`src/sv/dip_pkg.sv`:
```
`timescale 1ns / 1ps
// ----------------------------------------------------------------------------
// dip_pkg
// Shared types and constants of the double integer power core.
// ----------------------------------------------------------------------------
package dip_pkg;

  localparam int EXPONENT_BITS_DEFAULT = 32;

  localparam logic [63:0] ONE_BITS  = 64'h3FF0_0000_0000_0000;
  localparam logic [63:0] QNAN_BITS = 64'hFFF8_0000_0000_0000;

  typedef enum logic [1:0] {
    FOP_MUL,
    FOP_DIV,
    FOP_CVT
  } fop_t;

  typedef struct packed {
    logic        start;
    fop_t        op;
    logic [63:0] a;
    logic [63:0] b;
    logic [63:0] ival;
    logic        isign;
  } fpu_req_t;

  typedef struct packed {
    logic        done;
    logic [63:0] result;
  } fpu_rsp_t;

endpackage

```
`src/sv/dip_fpu.sv`:
```
`timescale 1ns / 1ps
// ----------------------------------------------------------------------------
// dip_fpu
// Iterative double unit: multiply, reciprocal and integer conversion,
// sharing one normalize / round datapath.
// ----------------------------------------------------------------------------
module dip_fpu (
  input  logic              clk,
  input  logic              rst_n,
  input  dip_pkg::fpu_req_t req,
  output dip_pkg::fpu_rsp_t rsp
);
  import dip_pkg::*;

  typedef enum logic [2:0] {
    F_IDLE, F_MULT, F_DPRE, F_DIVL, F_NORM, F_DENORM, F_ROUND
  } fstate_t;

  fstate_t            state_r;
  logic [127:0]       sig_r;
  logic signed [13:0] e_r;
  logic               sgn_r;
  logic [52:0]        ma_r;
  logic [55:0]        mb_r;
  logic [5:0]         cnt_r;
  logic [53:0]        rem_r;
  logic [63:0]        q_r;
  logic [63:0]        res_r;
  logic               done_r;

  // operand unpack
  logic [10:0] ea, eb, exa, exb;
  logic        a_nan, b_nan, a_inf, b_inf, a_zero, b_zero;
  always_comb begin
    exa    = req.a[62:52];
    exb    = req.b[62:52];
    ea     = (exa == 11'd0) ? 11'd1 : exa;
    eb     = (exb == 11'd0) ? 11'd1 : exb;
    a_nan  = (exa == 11'h7FF) && (req.a[51:0] != 52'd0);
    b_nan  = (exb == 11'h7FF) && (req.b[51:0] != 52'd0);
    a_inf  = (exa == 11'h7FF) && (req.a[51:0] == 52'd0);
    b_inf  = (exb == 11'h7FF) && (req.b[51:0] == 52'd0);
    a_zero = (req.a[62:0] == 63'd0);
    b_zero = (req.b[62:0] == 63'd0);
  end

  // one 53x14 partial product per cycle, top chunk first
  logic [66:0]  prod;
  logic [108:0] acc_nxt;
  always_comb begin
    prod    = ma_r * mb_r[55:42];
    acc_nxt = {sig_r[94:0], 14'd0} + 109'(prod);
  end

  // restoring divide step
  logic        ge;
  logic [53:0] rem_sub, rem_nxt;
  always_comb begin
    ge      = (rem_r >= {1'b0, mb_r[52:0]});
    rem_sub = ge ? (rem_r - {1'b0, mb_r[52:0]}) : rem_r;
    rem_nxt = {rem_sub[52:0], 1'b0};
  end

  // round to nearest even and pack
  logic [52:0]        mant, mf;
  logic [53:0]        mr;
  logic               rg, rs, up, ovf;
  logic signed [13:0] e_fin;
  logic [63:0]        packed_res;
  always_comb begin
    mant  = sig_r[127:75];
    rg    = sig_r[74];
    rs    = |sig_r[73:0];
    up    = rg & (rs | mant[0]);
    mr    = {1'b0, mant} + 54'(up);
    e_fin = mr[53] ? (e_r + 14'sd1) : e_r;
    mf    = mr[53] ? mr[53:1] : mr[52:0];
    ovf   = (e_fin >= 14'sd2047);
    if (ovf) begin
      packed_res = {sgn_r, 11'h7FF, 52'd0};
    end else begin
      packed_res = {sgn_r, (mf[52] ? e_fin[10:0] : 11'd0), mf[51:0]};
    end
  end

  always_ff @(posedge clk) begin
    if (!rst_n) begin
      state_r <= F_IDLE;
      done_r  <= 1'b0;
    end else begin
      done_r <= 1'b0;
      unique case (state_r)
        F_IDLE: begin
          if (req.start) begin
            cnt_r <= '0;
            unique case (req.op)
              FOP_MUL: begin
                sgn_r <= req.a[63] ^ req.b[63];
                if (a_nan) begin
                  res_r  <= req.a | 64'h0008_0000_0000_0000;
                  done_r <= 1'b1;
                end else if (b_nan) begin
                  res_r  <= req.b | 64'h0008_0000_0000_0000;
                  done_r <= 1'b1;
                end else if ((a_inf && b_zero) || (b_inf && a_zero)) begin
                  res_r  <= QNAN_BITS;
                  done_r <= 1'b1;
                end else if (a_inf || b_inf) begin
                  res_r  <= {req.a[63] ^ req.b[63], 11'h7FF, 52'd0};
                  done_r <= 1'b1;
                end else if (a_zero || b_zero) begin
                  res_r  <= {req.a[63] ^ req.b[63], 63'd0};
                  done_r <= 1'b1;
                end else begin
                  ma_r    <= {exa != 11'd0, req.a[51:0]};
                  mb_r    <= {3'd0, exb != 11'd0, req.b[51:0]};
                  e_r     <= $signed({3'd0, ea}) + $signed({3'd0, eb}) - 14'sd1022;
                  sig_r   <= '0;
                  state_r <= F_MULT;
                end
              end
              FOP_DIV: begin
                sgn_r <= req.b[63];
                if (b_nan) begin
                  res_r  <= req.b | 64'h0008_0000_0000_0000;
                  done_r <= 1'b1;
                end else if (b_inf) begin
                  res_r  <= {req.b[63], 63'd0};
                  done_r <= 1'b1;
                end else if (b_zero) begin
                  res_r  <= {req.b[63], 11'h7FF, 52'd0};
                  done_r <= 1'b1;
                end else begin
                  mb_r    <= {3'd0, exb != 11'd0, req.b[51:0]};
                  e_r     <= $signed({3'd0, eb});
                  state_r <= F_DPRE;
                end
              end
              FOP_CVT: begin
                sgn_r   <= req.isign;
                sig_r   <= {req.ival, 64'd0};
                e_r     <= 14'sd1086;
                state_r <= F_NORM;
              end
              default: state_r <= F_IDLE;
            endcase
          end
        end
        F_MULT: begin
          mb_r  <= {mb_r[41:0], 14'd0};
          cnt_r <= cnt_r + 6'd1;
          if (cnt_r == 6'd3) begin
            sig_r   <= {acc_nxt[105:0], 22'd0};
            state_r <= F_NORM;
          end else begin
            sig_r <= {19'd0, acc_nxt};
          end
        end
        F_DPRE: begin
          // bring a subnormal divisor to a leading one at bit 52
          if (mb_r[52]) begin
            rem_r   <= 54'd1 << 52;
            state_r <= F_DIVL;
          end else begin
            mb_r <= {mb_r[54:0], 1'b0};
            e_r  <= e_r - 14'sd1;
          end
        end
        F_DIVL: begin
          rem_r <= rem_nxt;
          q_r   <= {q_r[62:0], ge};
          cnt_r <= cnt_r + 6'd1;
          if (cnt_r == 6'd63) begin
            sig_r   <= {q_r[62:0], ge, 63'd0, rem_sub != 54'd0};
            e_r     <= 14'sd2046 - e_r;
            state_r <= F_NORM;
          end
        end
        F_NORM: begin
          if (sig_r[127]) begin
            state_r <= F_DENORM;
          end else begin
            sig_r <= {sig_r[126:0], 1'b0};
            e_r   <= e_r - 14'sd1;
          end
        end
        F_DENORM: begin
          // shift into the subnormal range, folding lost bits into sticky
          if (e_r < 14'sd1) begin
            if (sig_r[127:1] == 127'd0) begin
              e_r     <= 14'sd1;
              state_r <= F_ROUND;
            end else begin
              sig_r <= {1'b0, sig_r[127:2], sig_r[1] | sig_r[0]};
              e_r   <= e_r + 14'sd1;
            end
          end else begin
            state_r <= F_ROUND;
          end
        end
        F_ROUND: begin
          res_r   <= packed_res;
          done_r  <= 1'b1;
          state_r <= F_IDLE;
        end
        default: state_r <= F_IDLE;
      endcase
    end
  end

  assign rsp.done   = done_r;
  assign rsp.result = res_r;

endmodule

```
`src/sv/double_integer_power_core.sv`:
```
`timescale 1ns / 1ps
// ----------------------------------------------------------------------------
// double_integer_power_core
// Double base raised to a signed integer power by square-and-multiply.
// ----------------------------------------------------------------------------
//  channel | signals                              | handshake
//  in      | in_base_bits, in_exponent            | in_valid / in_ready
//  out     | out_result_bits, out_domain_error    | out_valid / out_ready
//
// One transaction at a time through the shared double unit. Each multiply
// runs issue, four 53x14 partial products, normalize, round and handoff; the
// reciprocal for a negative exponent is one restoring-division step per quotient
// bit, plus a shift per leading zero of a subnormal base. A 32-bit exponent
// costs at most 61 multiplies; a zero exponent, or a zero base with a positive
// exponent, needs no multiply, and a subnormal result is shifted step by step.
// in_ready is low from acceptance until the result is loaded into the output
// register; a stalled output holds its transaction. Synchronous reset.
module double_integer_power_core #(
  parameter int EXPONENT_BITS = dip_pkg::EXPONENT_BITS_DEFAULT
) (
  input  logic                            clk,
  input  logic                            rst_n,
  input  logic                            in_valid,
  output logic                            in_ready,
  input  logic [63:0]                     in_base_bits,
  input  logic signed [EXPONENT_BITS-1:0] in_exponent,
  output logic                            out_valid,
  input  logic                            out_ready,
  output logic [63:0]                     out_result_bits,
  output logic                            out_domain_error
);
  import dip_pkg::*;

  typedef enum logic [2:0] {
    S_IDLE, S_DIVW, S_LOOP, S_MULW, S_CVTW, S_DONE
  } state_t;

  state_t                   state_r;
  logic [63:0]              base_r;
  logic [63:0]              res_r;
  logic [EXPONENT_BITS-1:0] mag_r;
  logic                     derr_r;
  logic                     sq_r;
  fpu_req_t                 req_r;
  fpu_rsp_t                 rsp;
  logic                     out_valid_r;
  logic [63:0]              out_res_r;
  logic                     out_derr_r;

  logic                     neg;
  logic [EXPONENT_BITS-1:0] mag_in;
  logic                     base_zero;
  always_comb begin
    neg       = in_exponent[EXPONENT_BITS-1];
    mag_in    = neg ? (~in_exponent + 1'b1) : in_exponent;
    base_zero = (in_base_bits[62:0] == 63'd0);
  end

  assign in_ready = (state_r == S_IDLE);

  dip_fpu u_fpu (
    .clk   (clk),
    .rst_n (rst_n),
    .req   (req_r),
    .rsp   (rsp)
  );

  always_ff @(posedge clk) begin
    if (!rst_n) begin
      state_r     <= S_IDLE;
      req_r.start <= 1'b0;
      out_valid_r <= 1'b0;
    end else begin
      req_r.start <= 1'b0;
      // S_DONE reloads the output register itself
      if (out_valid_r && out_ready && (state_r != S_DONE)) begin
        out_valid_r <= 1'b0;
      end
      unique case (state_r)
        S_IDLE: begin
          if (in_valid) begin
            mag_r  <= mag_in;
            base_r <= in_base_bits;
            derr_r <= 1'b0;
            res_r  <= ONE_BITS;
            if (base_zero) begin
              res_r <= 64'd0;
              if (neg || (mag_in == '0)) begin
                derr_r <= 1'b1;
                if (mag_in == '0) begin
                  state_r <= S_DONE;
                end else begin
                  req_r.start <= 1'b1;
                  req_r.op    <= FOP_CVT;
                  req_r.ival  <= 64'(mag_in);
                  req_r.isign <= 1'b1;
                  state_r     <= S_CVTW;
                end
              end else begin
                state_r <= S_DONE;
              end
            end else if (neg) begin
              req_r.start <= 1'b1;
              req_r.op    <= FOP_DIV;
              req_r.b     <= in_base_bits;
              state_r     <= S_DIVW;
            end else begin
              state_r <= S_LOOP;
            end
          end
        end
        S_DIVW: begin
          if (rsp.done) begin
            base_r  <= rsp.result;
            state_r <= S_LOOP;
          end
        end
        S_LOOP: begin
          if (mag_r == '0) begin
            state_r <= S_DONE;
          end else begin
            req_r.start <= 1'b1;
            req_r.op    <= FOP_MUL;
            sq_r        <= ~mag_r[0];
            req_r.a     <= mag_r[0] ? res_r : base_r;
            req_r.b     <= base_r;
            state_r     <= S_MULW;
          end
        end
        S_MULW: begin
          if (rsp.done) begin
            if (sq_r) begin
              base_r <= rsp.result;
              mag_r  <= mag_r >> 1;
            end else begin
              res_r <= rsp.result;
              mag_r <= mag_r - 1'b1;
            end
            state_r <= S_LOOP;
          end
        end
        S_CVTW: begin
          if (rsp.done) begin
            res_r   <= rsp.result;
            state_r <= S_DONE;
          end
        end
        S_DONE: begin
          if (!out_valid_r || out_ready) begin
            out_valid_r <= 1'b1;
            out_res_r   <= res_r;
            out_derr_r  <= derr_r;
            state_r     <= S_IDLE;
          end
        end
        default: state_r <= S_IDLE;
      endcase
    end
  end

  assign out_valid        = out_valid_r;
  assign out_result_bits  = out_res_r;
  assign out_domain_error = out_derr_r;

endmodule

```
`config.mk`:
```
export PLATFORM = sky130hd
export DESIGN_NAME = double_integer_power_core
export DESIGN_NICKNAME = d
export VERILOG_FILES = /design/src/sv/dip_pkg.sv /design/src/sv/dip_fpu.sv /design/src/sv/double_integer_power_core.sv
export SDC_FILE = /design/constraint.sdc
export NUM_CORES = 2
export LEC_CHECK = 0
export ABC_AREA = 1
export BUFFER_PORTS_ARGS = -buffer_cell sky130_fd_sc_hd__buf_2
export CORE_UTILIZATION = 35
export CTS_CLUSTER_SIZE = 25
export DETAILED_ROUTE_END_ITERATION = 8
export GPL_TIMING_DRIVEN = 0
export PLACE_DENSITY_LB_ADDON = 0.15
export SLEW_MARGIN = 40
export SYNTH_ARGS = -nofsm -noshare
export SYNTH_HDL_FRONTEND = slang
export SYNTH_SLANG_ARGS = --single-unit
```
`constraint.sdc`:
```
create_clock -name clk -period 13.5 [get_ports clk]
set_input_delay 2.025 -clock clk [delete_from_list [all_inputs] [get_ports clk]]
set_output_delay 2.025 -clock clk [all_outputs]
set_load 0.02 [all_outputs]
```
Word level (Yosys, flattened, before mapping)
Cells that the tools add are included.
{ "totals": {"reg_bits": 837, "latch_bits": 0, "ram_bits": 0, "mem_bits_ro": 0, "input_bits": 100, "out_inout_bits": 67, "word_cells": 314, "memories": 0} }
{ "classes": {"add_sub_neg": 11, "mul": 1, "div_mod_pow": 0, "magnitude_cmp": 3, "n_eq_ne": 55, "shifts": 0, "muxes": 136, "bitwise_logic": 13, "n_reduce_logical": 68} }
{ "op_table": {"columns": ["op", "count"], "rows": [
  ["128-bit two-way mux", 11],
  ["64-bit two-way mux", 19],
  ["128-bit case mux with 5 select lines", 1],
  ["56-bit two-way mux", 10],
  ["64-bit case mux with 2 select lines", 3],
  ["64-bit case mux with 3 select lines", 2],
  ["128-bit case mux with 2 select lines", 1],
  ["14-bit two-way mux", 15],
  ["63-bit zero test", 3],
  ["56-bit case mux with 3 select lines", 1],
  ["131-bit two-way mux", 1],
  ["129-bit two-way mux", 1],
  ["32-bit two-way mux", 4],
  ["127-bit zero test", 1],
  ["56-bit case mux with 2 select lines", 1],
  ["109-bit by 67-bit adder with 109-bit output", 1],
  ["54-bit two-way mux", 2],
  ["54-bit case mux with 2 select lines", 1],
  ["52-bit zero test", 2],
  ["52-bit nonzero test", 2],
  ["3-bit two-way mux", 27],
  ["74-bit OR reduction", 1],
  ["14-bit case mux with 5 select lines", 1],
  ["53-bit by 14-bit multiplier with 67-bit output", 1],
  ["other kinds (75)", 175]
]} }

Longest topological paths before layout
{ "depth": {"word_depth": 12, "ltp_mapped": 33} }

Modules after synthesis
A second synthesis with hierarchy kept.
{ "unflattened": {"hier_cells": 9284, "hier_area_um2": 74806.7} }
{ "by_module_without_submodules": {"columns": ["mod", "instances", "cells_per_inst", "area_each_um2", "seq_area_each_um2"], "rows": [
  ["dip_fpu", 1, 7632, 57360.0, 13232.7],
  ["double_integer_power_core", 1, 1652, 17446.7, 11781.3]
]} }

Least setup slack after synthesis
OpenSTA, ideal clock, no wires.
{ "synth_timing": {"path_kind": "input -> register", "from": "input port in_exponent[31]", "to": "register req_r[100] (netlist bit), enable pin", "setup_time_ps": 827, "t_arrival_ps": 12880, "path_slack_ps": -207, "stages": 5, "path_buffers": 3, "path_cell_list": "clkbuf_1 clkbuf_1 buf_1 nor2_1 a2111oi_0"} }
{ "synth_via": {"elab_chain_len": 2} }
{ "synth_lines": {"columns": ["element", "line_no", "text"], "rows": [
  ["from (decl)", "double_integer_power_core.sv:26", "input logic signed [EXPONENT_BITS-1:0] in_exponent,"],
  ["2-bit by 1-bit != test with 1-bit output (no line)", null, null],
  ["6-bit AND reduction (no line)", null, null],
  ["to (decl)", "double_integer_power_core.sv:44", "fpu_req_t req_r;"]
]} }
No other way between the ends.
A chain may end at the register's enable or synchronous reset.

Worst setup path after layout
{ "layout_timing": {"from": "register u_fpu.mb_r[46]", "to": "register u_fpu.sig_r[39] (data pin)"} }
{ "layout_via": {"elab_chain_len": 4} }
{ "layout_lines": {"columns": ["element", "line_no", "text"], "rows": [
  ["from (decl)", "dip_fpu.sv:24", "logic [55:0] mb_r;"],
  ["from (signal assigned)", "dip_fpu.sv:116", "mb_r <= {3'd0, exb != 11'd0, req.b[51:0]};"],
  ["from (signal assigned)", "dip_fpu.sv:134", "mb_r <= {3'd0, exb != 11'd0, req.b[51:0]};"],
  ["from (signal assigned)", "dip_fpu.sv:150", "mb_r <= {mb_r[41:0], 14'd0};"],
  ["53-bit by 14-bit multiplier with 67-bit output", "dip_fpu.sv:51", "prod = ma_r * mb_r[55:42];"],
  ["109-bit by 67-bit adder with 109-bit output", "dip_fpu.sv:52", "acc_nxt = {sig_r[94:0], 14'd0} + 109'(prod);"],
  ["128-bit two-way mux", "dip_fpu.sv:152", "if (cnt_r == 6'd3) begin"],
  ["128-bit case mux with 5 select lines", "dip_fpu.sv:92", "unique case (state_r)"],
  ["to (signal assigned)", "dip_fpu.sv:153", "sig_r <= {acc_nxt[105:0], 22'd0};"],
  ["to (signal assigned)", "dip_fpu.sv:156", "sig_r <= {19'd0, acc_nxt};"],
  ["to (signal assigned)", "dip_fpu.sv:174", "sig_r <= {q_r[62:0], ge, 63'd0, rem_sub != 54'd0};"],
  ["to (decl)", "dip_fpu.sv:20", "logic [127:0] sig_r;"]
]} }
No other way between the ends.

==> impl_metrics.yaml <==
placed_design:
  hpwlAfterDp_um: 301900
  place_congestion: 1.038
  io_buffers: 164
critical_path:
  crit_buf_inv: 7
  endpoint_kind: "flip-flop"
  crit_family: "adder cells"
  arrival_ps: 9360
  cp.required_ps: 13940
  criticalPathCategory: "reg -> reg"
  critical_path.startpoint_type: "flip-flop"
  max_stage_delay_ps: 790
  regToRegSetupSlack_ps: 4580
  crit_fanout: 10
  crit_slowest_cell: "xnor2_1"
  crit_top_cell: "fa_1"
  r2r_end: "u_fpu.sig_r[39]"
  rr_worst_depth: 26
  r2r_start: "u_fpu.mb_r[46]"
grt:
  antenna_found_initial: 25
  grt_pass1_vias: 66810
  grt_max_degree: 33
  grt_overflow: 0
  grt_usage: 0.3251
  grt_pass1_wl_um: 496800
routing:
  routed_wirelength_um: 354800
  vias_per_cell: 5.420
  dr_total_vias: 67900
  drtIter0Drc: 7451
  drc_errors: 0
  detail-route-antenna-nets: 0
  wire_per_inst_um: 28.33
  drt_pass1_iterations: 8
yosys:
  synth_compound_area_frac: 0.09473
  netlist_top_cells_area: "edfxtp_1 33%, fa_1 18%, nand2_1 12%"
  syn_nets: 10230
  ys_seq_elements: 836
  yosys.area.top_type: "edfxtp_1"
  avgSynthCellArea_um2: 8.053
  synthMuxAreaShare: 0
  synth_cell_types: 56
  yosysSeqAreaShare: 0.3360
  synth_top_family_by_area: "simple AND/OR/NAND/NOR gates"
  synthAdderAreaFrac: 0.2162
  synth_xor_area_frac: 0.02165
  synth-simple-area-share: 0.2190
  synthTopCellsByCount: "2,309 x nand2_1, 1,828 x inv_1, 827 x edfxtp_1"
  synth_cells: 9243
  syn_area_um2: 74440
  yosysTopAreaCellShare: 0.3336
  yosysWarnings: 0
  synth-main-ff-cell: "edfxtp_1"
  synth_most_common_cell: "nand2_1"
  synth_edf_count: 827
  async_reset_ff_frac: 0
timing:
  hold_viol: 0
  timing.final.crit_share: 0.6609
  skew_ps: 91.71
  setup_viol_count_final: 0
  rsz0062_at_grt: "no"
  tns_ps: 0
  max_slew_margin: 0.2931
  worst_pin_slew_ps: 1056
  report.final.slew_viol_count: 0
  max_freq_mhz: 112.1
  final.min_clock_period_ps: 8922
clock_tree:
  hold_buffers: 0
  clock-sinks: 836
  cts_buffers: 98
  cts_tree: "built"
  worst_skew_pair.late_latency_ps: 790
  clk_path_buf_depth: 3
  h-tree-depth: 3
  cts_resized: 0
  cts_root_buf: "clkbuf_16"
  post_cts_buffers: 0
  cts.reportedPaths.clkPinSlew_ps: 70
run_status:
  outcome: "completed"
floorplan:
  ioPinCount: 167
  die_height_um: 463.2
  start_util: 0.3538
  die_area_um2: 214500
  core_um2: 210400
  rows: 168
  fp.dieW_um: 463.2
cells_and_area:
  areaGrowthSynthToFinish_pct: 12.00
  drive_above_1_share: 0.06146
  finalCoreUtilization: 0.3962
  fin_nets: 10620
worst_hold_path:
  min-delay-start: "u_fpu.q_r[9]"
  hold_depth: 0
  hold_end: "u_fpu.q_r[10]"
  min_path_type: "reg -> reg"
flow_run:
  maxCapViolCount: 0
[state kept, by name, indices dropped and copies added, names as in the netlist, 3 cells and up]
| register | flops |
|---|---|
| mag_r | 32 |
| u_fpu.state_r | 3 |
| u_fpu.q_r | 63 |
| base_r | 64 |
| u_fpu.sig_r | 128 |
| u_fpu.ma_r | 53 |
| u_fpu.e_r | 14 |
| out_result_bits | 64 |
| u_fpu.res_r | 64 |
| u_fpu.cnt_r | 6 |
| res_r | 64 |
| u_fpu.mb_r | 56 |
| u_fpu.rem_r | 53 |
| req_r | 163 |
| state_r | 3 |
[final cells by class]
class                           count  area [um2]
Sequential cell                   836       25010
Clock buffer                      112        2505
Tap cell                         2805        3510
Inverter                         1837        6898
Antenna cell                        9       22.52
Fill cell                       22000      127000
Timing Repair Buffer              287        1821
Clock inverter                     71       802.0
Multi-Input combinational cell   6196       41250
Buffer                            374        1549
[logic make-up (layout without fill, tap and decap cells)]
group / after synthesis / after routing
DFF: 836 / 836
AOI/OAI and AO/OA: 1193 / 1193
buffers and inverters: 2211 / 2681
adders and majority gates: 887 / 887
xor gates and xnor gates: 184 / 184
and+or+nand+nor: 3932 / 3932
other: 0 / 9
[worst max path at each step]
stage | to | from | slack, ps | cells past startpoint
after floorplan | u_fpu.sig_r[0] | rst_n | 1610 | 5
after CTS | u_fpu.sig_r[121] | u_fpu.mb_r[47] | 4530 | 27
after global routing | u_fpu.sig_r[113] | u_fpu.mb_r[44] | 4460 | 28
final | u_fpu.sig_r[39] | u_fpu.mb_r[46] | 4580 | 26
after detailed placement | u_fpu.sig_r[121] | u_fpu.mb_r[47] | 4650 | 27
after global placement | u_fpu.sig_r[14] | u_fpu.e_r[0] | -5520 | 12
[through the flow]
step	hold WS (ps)	cell area [um2]	setup slack [ps]	std cells
floorplan	400.3	74440	1607	9243
finish	438.0	83370	4578	12530
CTS	431.2	83320	4532	12520
global placement	430.6	78770	-5525	12210
detailed placement	427.1	80010	4650	12330
global route	438.1	83350	4458	12520
[placed cells by master, fill, tap and decap left out, types with 35 or more instances in the layout]
cell       count
nand3_1      460
clkbuf_2      51
nor2_1       757
inv_1       1827
nor4_1        71
nand2_1     2309
fa_1         665
buf_2        242
xnor2_1       42
nor3_1       102
clkbuf_16     98
o21ai_0      474
o211ai_1      84
buf_4         44
ha_1         222
clkbuf_1     268
xor2_1       136
o22ai_1       57
nand4_1      128
a22oi_1      105
edfxtp_1     827
buf_1         35
a21oi_1      277
[layer usage]
| metal | track usage | routed length (um) |
|---|---|---|
| met5 | 0 | 69 |
| met4 | 0.1401 | 17390 |
| met3 | 0.05249 | 27370 |
| met2 | 0.5162 | 160500 |
| met1 | 0.4372 | 149500 |
Power is left out: the tool's default activity adds up to more than one toggle a clock period on the data nets, which glitch-free logic cannot reach.
